`src/wmpn_pkg.sv`:
```
// wmpn_pkg: types, codes and constants shared by the weighted mixer with peak normalization.
// Used by wmpn_divider and weighted_mix_peak_normalizer.
`default_nettype none

package wmpn_pkg;

   // Field and datapath widths
   localparam int SAMPLE_W    = 16;
   localparam int WEIGHT_W    = 8;
   localparam int NUM_WEIGHTS = 4;
   localparam int MASK_W      = 4;
   localparam int INDEX_W     = 12;
   localparam int CSR_IDX_W   = 3;
   localparam int ACC_W       = 26;   // 16x8 products, four of them, signed
   localparam int DIVS_W      = 16;   // divisor: total weight or peak magnitude
   localparam int CMP_W       = 17;   // holds MAX_SAMPLES up to 65536

   // Default sizing
   localparam int CHANNELS_DEF    = 4;
   localparam int MAX_SAMPLES_DEF = 4096;

   localparam logic [SAMPLE_W-1:0] FULL_SCALE = 16'd32767;

   // Opcodes
   localparam logic [1:0] OP_LOAD  = 2'd0;
   localparam logic [1:0] OP_READ  = 2'd1;
   localparam logic [1:0] OP_CLEAR = 2'd2;

   typedef struct packed {
      logic [1:0]                 opcode;
      logic signed [SAMPLE_W-1:0] chan_sample_0;
      logic signed [SAMPLE_W-1:0] chan_sample_1;
      logic signed [SAMPLE_W-1:0] chan_sample_2;
      logic signed [SAMPLE_W-1:0] chan_sample_3;
      logic [MASK_W-1:0]          present_mask;
      logic [INDEX_W-1:0]         read_index;
   } req_type;

   typedef struct packed {
      logic signed [SAMPLE_W-1:0] norm_sample;
      logic                       index_ok;
      logic                       overflow_seen;
      logic                       zero_weight_seen;
   } rsp_type;

   // Divider request / status
   typedef struct packed {
      logic              start;
      logic [ACC_W-1:0]  dividend;
      logic [DIVS_W-1:0] divisor;
   } div_req_type;

   typedef struct packed {
      logic             done;
      logic [ACC_W-1:0] quotient;
   } div_rsp_type;

   typedef enum logic [2:0] {
      ST_IDLE,
      ST_MAC,
      ST_DIVSET,
      ST_MIXDIV,
      ST_STORE,
      ST_GAINDIV,
      ST_MULT,
      ST_RESP
   } state_type;

endpackage

`default_nettype wire

```
`src/wmpn_divider.sv`:
```
// wmpn_divider: unsigned restoring divider, one quotient bit per cycle.
// Depends on wmpn_pkg.
`default_nettype none

module wmpn_divider (
   input  wire logic                 clock,
   input  wire logic                 reset,
   input  wire wmpn_pkg::div_req_type req,
   output wmpn_pkg::div_rsp_type     rsp
);

   import wmpn_pkg::*;

   localparam int CNT_W = $clog2(ACC_W + 1);

   logic [ACC_W-1:0]  dvd_ff, dvd_in;
   logic [DIVS_W-1:0] rem_ff, rem_in;
   logic [DIVS_W-1:0] dvs_ff, dvs_in;
   logic [CNT_W-1:0]  cnt_ff, cnt_in;
   logic              run_ff, run_in;
   logic              done_ff, done_in;
   logic [DIVS_W:0]   trial;
   logic              qbit;

   // One shift-and-subtract step
   always_comb begin
      trial  = {rem_ff, dvd_ff[ACC_W-1]};
      qbit   = (trial >= {1'b0, dvs_ff});
      dvd_in = dvd_ff;
      rem_in = rem_ff;
      dvs_in = dvs_ff;
      cnt_in = cnt_ff;
      run_in = run_ff;
      done_in = 1'b0;
      if (req.start) begin
         dvd_in = req.dividend;
         dvs_in = req.divisor;
         rem_in = '0;
         cnt_in = CNT_W'(ACC_W);
         run_in = 1'b1;
      end else if (run_ff) begin
         rem_in = qbit ? DIVS_W'(trial - {1'b0, dvs_ff}) : trial[DIVS_W-1:0];
         dvd_in = {dvd_ff[ACC_W-2:0], qbit};
         cnt_in = cnt_ff - 1'b1;
         if (cnt_ff == CNT_W'(1)) begin
            run_in  = 1'b0;
            done_in = 1'b1;
         end
      end
   end

   always_ff @(posedge clock) begin
      if (reset) begin
         run_ff  <= 1'b0;
         done_ff <= 1'b0;
         cnt_ff  <= '0;
      end else begin
         run_ff  <= run_in;
         done_ff <= done_in;
         cnt_ff  <= cnt_in;
      end
      dvd_ff <= dvd_in;
      rem_ff <= rem_in;
      dvs_ff <= dvs_in;
   end

   assign rsp.done     = done_ff;
   assign rsp.quotient = dvd_ff;

   // Done follows the last step of a running division
   a_done_after_run: assert property (@(posedge clock) disable iff (reset)
      done_ff |-> $past(run_ff))
      else $error("divider done without a running division");

   // Steps counted down to zero leave the divider idle
   a_idle_at_zero: assert property (@(posedge clock) disable iff (reset)
      (run_ff && cnt_ff == CNT_W'(1) && !req.start) |=> !run_ff)
      else $error("divider kept running past its last step");

   a_cnt_bound: assert property (@(posedge clock) disable iff (reset)
      run_ff |-> (cnt_ff != '0))
      else $error("divider running with zero step count");

endmodule

`default_nettype wire

```
`config.mk`:
```
export PLATFORM = sky130hd
export DESIGN_NAME = wmpn_divider
export DESIGN_NICKNAME = d
export VERILOG_FILES = /design/src/wmpn_pkg.sv /design/src/wmpn_divider.sv
export SDC_FILE = /design/constraint.sdc
export NUM_CORES = 1
export LEC_CHECK = 0
export ABC_AREA = 1
export BUFFER_PORTS_ARGS = -buffer_cell sky130_fd_sc_hd__buf_4
export CELL_PAD_IN_SITES_DETAIL_PLACEMENT = 0
export CELL_PAD_IN_SITES_GLOBAL_PLACEMENT = 2
export CORE_MARGIN = 2
export CORE_UTILIZATION = 32
export CTS_BUF_LIST = sky130_fd_sc_hd__clkbuf_16
export DETAILED_ROUTE_END_ITERATION = 6
export PLACE_DENSITY_LB_ADDON = 0.1
export RECOVER_POWER = 50
export SLEW_MARGIN = 5
export SYNTH_ARGS = -nofsm -noshare
export SYNTH_HDL_FRONTEND = slang
export SYNTH_SLANG_ARGS = --single-unit
```
`constraint.sdc`:
```
create_clock -name clock -period 2.7 [get_ports clock]
set_clock_uncertainty 0.15 [all_clocks]
set_input_delay 0.675 -clock clock [delete_from_list [all_inputs] [get_ports clock]]
set_output_delay 0.675 -clock clock [all_outputs]
set_load 0.02 [all_outputs]
```
After elaboration in Yosys (flattened, before gate mapping)
Cells that the tools add are included.

Register bits after elaboration: 65. RAM bits: 0. Bits in latches: 0. Memories kept: 0. Input port bits: 45. Output and inout bits: 27. ROM bits: 0.

Shift-type cells: 0. Add/sub/neg operators: 2. Bitwise logic cells: 1. Muxes and demuxes: 9. Divide/modulo/power cells: 0. Reductions and logical operators: 3. Multiply operators: 0. Equality and inequality tests: 1. $lt $le $gt $ge: 1.

Operators by type and width (count): $mux W26 (2); $ge A17 B16 Y1 (1); $mux W16 (1); $sub A16 B16 Y16 (1); $mux W5 (2); $eq A5 B1 Y1 const B (1); $sub A5 B1 Y5 const B (1); $mux W1 (4); $reduce_or A3 Y1 (1); $reduce_bool A2 Y1 (1); $reduce_or A2 Y1 (1); $not A1 Y1 (1).

Logic depth before layout (Yosys ltp)
Word-level depth: 4. Gate-level depth with buffers: 14. Mapped depth without buffers: 14.

Least setup slack after synthesis
No wires, ideal clock.

Path type: register -> register. From: register dvd_ff[25]. To: register rem_ff[8]. Buffers on the path: 0. Period minus slack after synthesis: 2.037 ns. Data arrival time: 1.774 ns. Path slack: 0.663 ns. Data required time: 2.437 ns. Setup time: 0.113 ns. Stages on the path, launching flop included: 12. Path through: edfxtp_1 -> inv_1 -> ha_1 -> fa_1 -> o21bai_1 -> nand2_1 -> nand3_1 -> nand2_1 -> nand2_1 -> nand2_1 -> nand3_1 -> nand2_1.

Cells in the longest elaborated chain, start to end: 2. Elaborated cells between the ends (all ways): 3. Those cells by class: 1 x add/sub; 1 x order compare; 1 x mux.

Ends and longest elaborated chain: start, declared (RTL line wmpn_divider.sv:16) `logic [ACC_W-1:0] dvd_ff, dvd_in;`; start signal, assigned (RTL line wmpn_divider.sv:62) `dvd_ff <= dvd_in;`; $sub A16 B16 Y16 / $ge A17 B16 Y1 (equally long branches) (RTL line wmpn_divider.sv:42, wmpn_divider.sv:28); $mux W16 * (RTL line wmpn_divider.sv:42) `rem_in = qbit ? DIVS_W'(trial - {1'b0, dvs_ff}) : trial[DIVS_W-1:0];`; end signal, assigned (RTL line wmpn_divider.sv:63) `rem_ff <= rem_in;`; end, declared (RTL line wmpn_divider.sv:17) `logic [DIVS_W-1:0] rem_ff, rem_in;`.

Every way passes the cells marked *; elsewhere a longest branch is shown, timed or not. A chain may end at the register's enable or synchronous reset.

Worst setup path after layout
From: register dvs_ff[12]. To: register rem_ff[9].

Cells in the longest elaborated chain, start to end: 2.

Ends and longest elaborated chain: start, declared (RTL line wmpn_divider.sv:18) `logic [DIVS_W-1:0] dvs_ff, dvs_in;`; start signal, assigned (RTL line wmpn_divider.sv:64) `dvs_ff <= dvs_in;`; $ge A17 B16 Y1 (RTL line wmpn_divider.sv:28) `qbit = (trial >= {1'b0, dvs_ff});`; $mux W16 (RTL line wmpn_divider.sv:42).

No other way between the ends.

==> impl_metrics.json <==
{
  "status": "finished, final reports clean",
  "drc": 0,
  "postRouteAntennaNets": 0,
  "syn-cell-area_um2": 3830,
  "rows": 39,
  "post-place-ws_ns": 0.329,
  "relSlewSlack": 0.488,
  "endpoint": "rem_ff[9]",
  "crit_path_cell_trace": "inv_1 -> ha_1 -> a21oi_1 -> a21oi_1 -> nor2_4 -> nand2_8 -> nand2_2 -> nand3_1 -> o21ai_1",
  "grt_start_max_net_pins": 35,
  "holdBufCountCts": 0,
  "fp.dieW_um": 113,
  "routed_wl_um": 9980,
  "p_clk_frac": 0.415,
  "core_um2": 11600,
  "layout_commonest_cell": "nand2_1",
  "r2r.worst_path.cells": 9,
  "drv_cap": 0,
  "crit_arrival_ns": 2.47,
  "final_cell_mix": "nand2_1, inv_1, buf_4, edfxtp_1, nand3_1",
  "portBuffers": 71,
  "cts_tree": "built",
  "r2r_end": "rem_ff[9]",
  "vias": 3224,
  "cp-end-kind": "flop",
  "cpMostUsedCell": "a21oi_1",
  "syn_nets": 553,
  "clockBufferDepth": 2,
  "die_area_um2": 12800,
  "htreeDepth": 3,
  "path_clk_slew_ns": 0.06,
  "drive_above_1_share": 0.185,
  "wl_per_cell_um": 14.0,
  "synth_fa_ha_area_frac": 0.0641,
  "synth-compound-area-share": 0.0464,
  "fin_ws_ns": 0.351,
  "period_minus_slack_ns": 2.35,
  "period_share": 0.870,
  "grtUsageTotal": 0.168,
  "path_class": "flop to flop",
  "required_ns": 2.82,
  "hpwl_um": 7470,
  "globalplace.congestion": 0.765,
  "clock-root-buffer": "clkbuf_16",
  "synthCells": 489,
  "seq_power_share": 0.433,
  "ios": 72,
  "overflow": 0,
  "synthMuxAreaShare": 0,
  "p_int_mw": 2.00,
  "synth.distinct_cells": 37,
  "synth_edf_count": 42,
  "synthXorXnorAreaFrac": 0.0137,
  "drv_slew": 0,
  "path_max_fanout": 18,
  "avgSynthCellArea_um2": 7.82,
  "ys_ff_latch": 65,
  "synth-main-ff-cell": "edfxtp_1",
  "yosys_warnings": 0,
  "viasPerCell": 4.53,
  "fmax_mhz": 426,
  "firstDrtPassIters": 4,
  "p_per_area_nw_per_um2": 573,
  "finalSetupViolations": 0,
  "cts_resized": 0,
  "pwr-share-comb": 0.151,
  "synthSimpleGateAreaFrac": 0.324,
  "antenna_found_initial": 0,
  "synthToLayoutAreaGrowth_pct": 23.9,
  "die_h_um": 113,
  "rsz0062_at_grt": "no",
  "hold_viol_final": 0,
  "finalSetupTns_ns": 0,
  "cpPeakStageDelay_ns": 0.49,
  "async_flop_share": 0,
  "drtIter0Drc": 160,
  "diodes": 0,
  "postPlaceCellArea_um2": 4490,
  "fin_area_um2": 4740,
  "grt_pass1_vias": 3308,
  "regToRegSetupSlack_ns": 0.35,
  "hold_path_class": "flop to flop",
  "cts_buffers": 9,
  "reg2reg_from": "dvs_ff[12]",
  "insertion_delay_ns": 0.34,
  "cts_sinks": 65,
  "ys_seq_area_frac": 0.450,
  "synth_top_family_by_area": "simple AND/OR/NAND/NOR gates",
  "critPathLaunchType": "flop",
  "initial_core_util": 0.331,
  "critPathSlowestCell": "nor2_4",
  "grt_first_pass_wirelength_um": 16800,
  "tightest_slew_ns": 0.768,
  "irDropWorstVdd_uv": 343,
  "finish.net_count": 628,
  "startpoint": "dvs_ff[12]",
  "cts_setup_buffers": 0,
  "switching_power_mw": 0.713,
  "power_leakage_nw": 2.40,
  "swShare": 0.263
}
==> cells by family (layout without fill, tap and decap cells) <==
kind of cell | after synthesis | after routing
and+or+nand+nor | 280 | 280
buffers and inverters | 90 | 170
DFF | 65 | 65
AOI/OAI and AO/OA | 29 | 29
adders and majority gates | 19 | 19
xor gates and xnor gates | 6 | 6
==> layer usage <==
metal  GRT usage  vias up  routed length, µm
li1            -     1696                  -
met1       0.227     1445               5030
met2       0.250       77               4150
met3      0.0621        6                703
met4      0.0537        0                 99
met5           0        -                  0
==> worst min path at each step <==
| stage | cells past startpoint | end | slack [ns] | startpoint |
|---|---|---|---|---|
| global placement | 2 | cnt_ff[4] | 0.31 | cnt_ff[4] |
| global route | 2 | rem_ff[13] | 0.35 | rem_ff[13] |
| finish | 2 | rem_ff[15] | 0.32 | rem_ff[15] |
| CTS | 2 | rem_ff[11] | 0.32 | rem_ff[11] |
| floorplan | 2 | rem_ff[15] | 0.29 | rem_ff[15] |
| detailed placement | 2 | rem_ff[11] | 0.31 | rem_ff[11] |
==> area by class of cell <==
class / instances / area, µm²
clock buffer: 9 / 225
clock inverter: 7 / 55.1
timing repair buffer: 76 / 551
fill: 1214 / 6830
inverter: 78 / 293
multi-input combinational: 334 / 1720
tap: 143 / 179
sequential: 65 / 1720
==> registers in the layout, summed over array words and instances (netlist names) <==
register / count
dvd_ff: 26
dvs_ff: 16
rem_ff: 16
cnt_ff: 5
done_ff: 1
run_ff: 1
==> per-stage QoR <==
step                      instances  power [mW]  utilization  hold WS, ns
after floorplan                 489        1.43            -        0.290
after global placement          696        1.62        0.388        0.306
after detailed placement        696        1.62        0.388        0.310
after CTS                       712        2.76        0.413        0.320
after global routing            712        2.85        0.410        0.351
final                           712        2.72        0.410        0.318
==> power by group through the flow <==
stage          sequential (mW)  clock, mW  combinational, mW
3_5_place_dp              1.19          0              0.424
2_1_floorplan             1.24          0              0.193
4_1_cts                   1.18       1.16              0.425
6_report                  1.18       1.13              0.411
5_1_grt                   1.18       1.21              0.458
3_3_place_gp              1.20          0              0.424
==> critical path: cells and delay by family, from the launching register on <==
family,cells,cell delay (ns)
adders and majority gates,1,0.28
and+or+nand+nor,4,0.89
DFF,1,0.35
AOI/OAI and AO/OA,3,0.52
buffers and inverters,1,0.08
==> cell usage after synthesis (2+ instances only) <==
library cell	n	share of area
nand2_1	192	0.19
o21ai_2	3	0.0069
clkbuf_8	2	0.0072
a31oi_1	3	0.0049
buf_4	2	0.0039
nor2_4	3	0.0088
nand3b_1	5	0.0098
nand2_2	6	0.0098
nand4_1	5	0.0082
o21bai_1	2	0.0039
inv_1	75	0.074
dfxtp_1	23	0.12
ha_1	18	0.059
nor2_1	18	0.018
nand3_1	36	0.047
clkbuf_1	6	0.0059
o21ai_1	2	0.0026
nor3_1	4	0.0052
edfxtp_1	42	0.33
nand3_2	6	0.016
inv_2	3	0.0029
xnor2_1	5	0.011
a21oi_1	9	0.012
o21ai_0	6	0.0078
No activity file was read; power rests on OpenSTA's default activity.
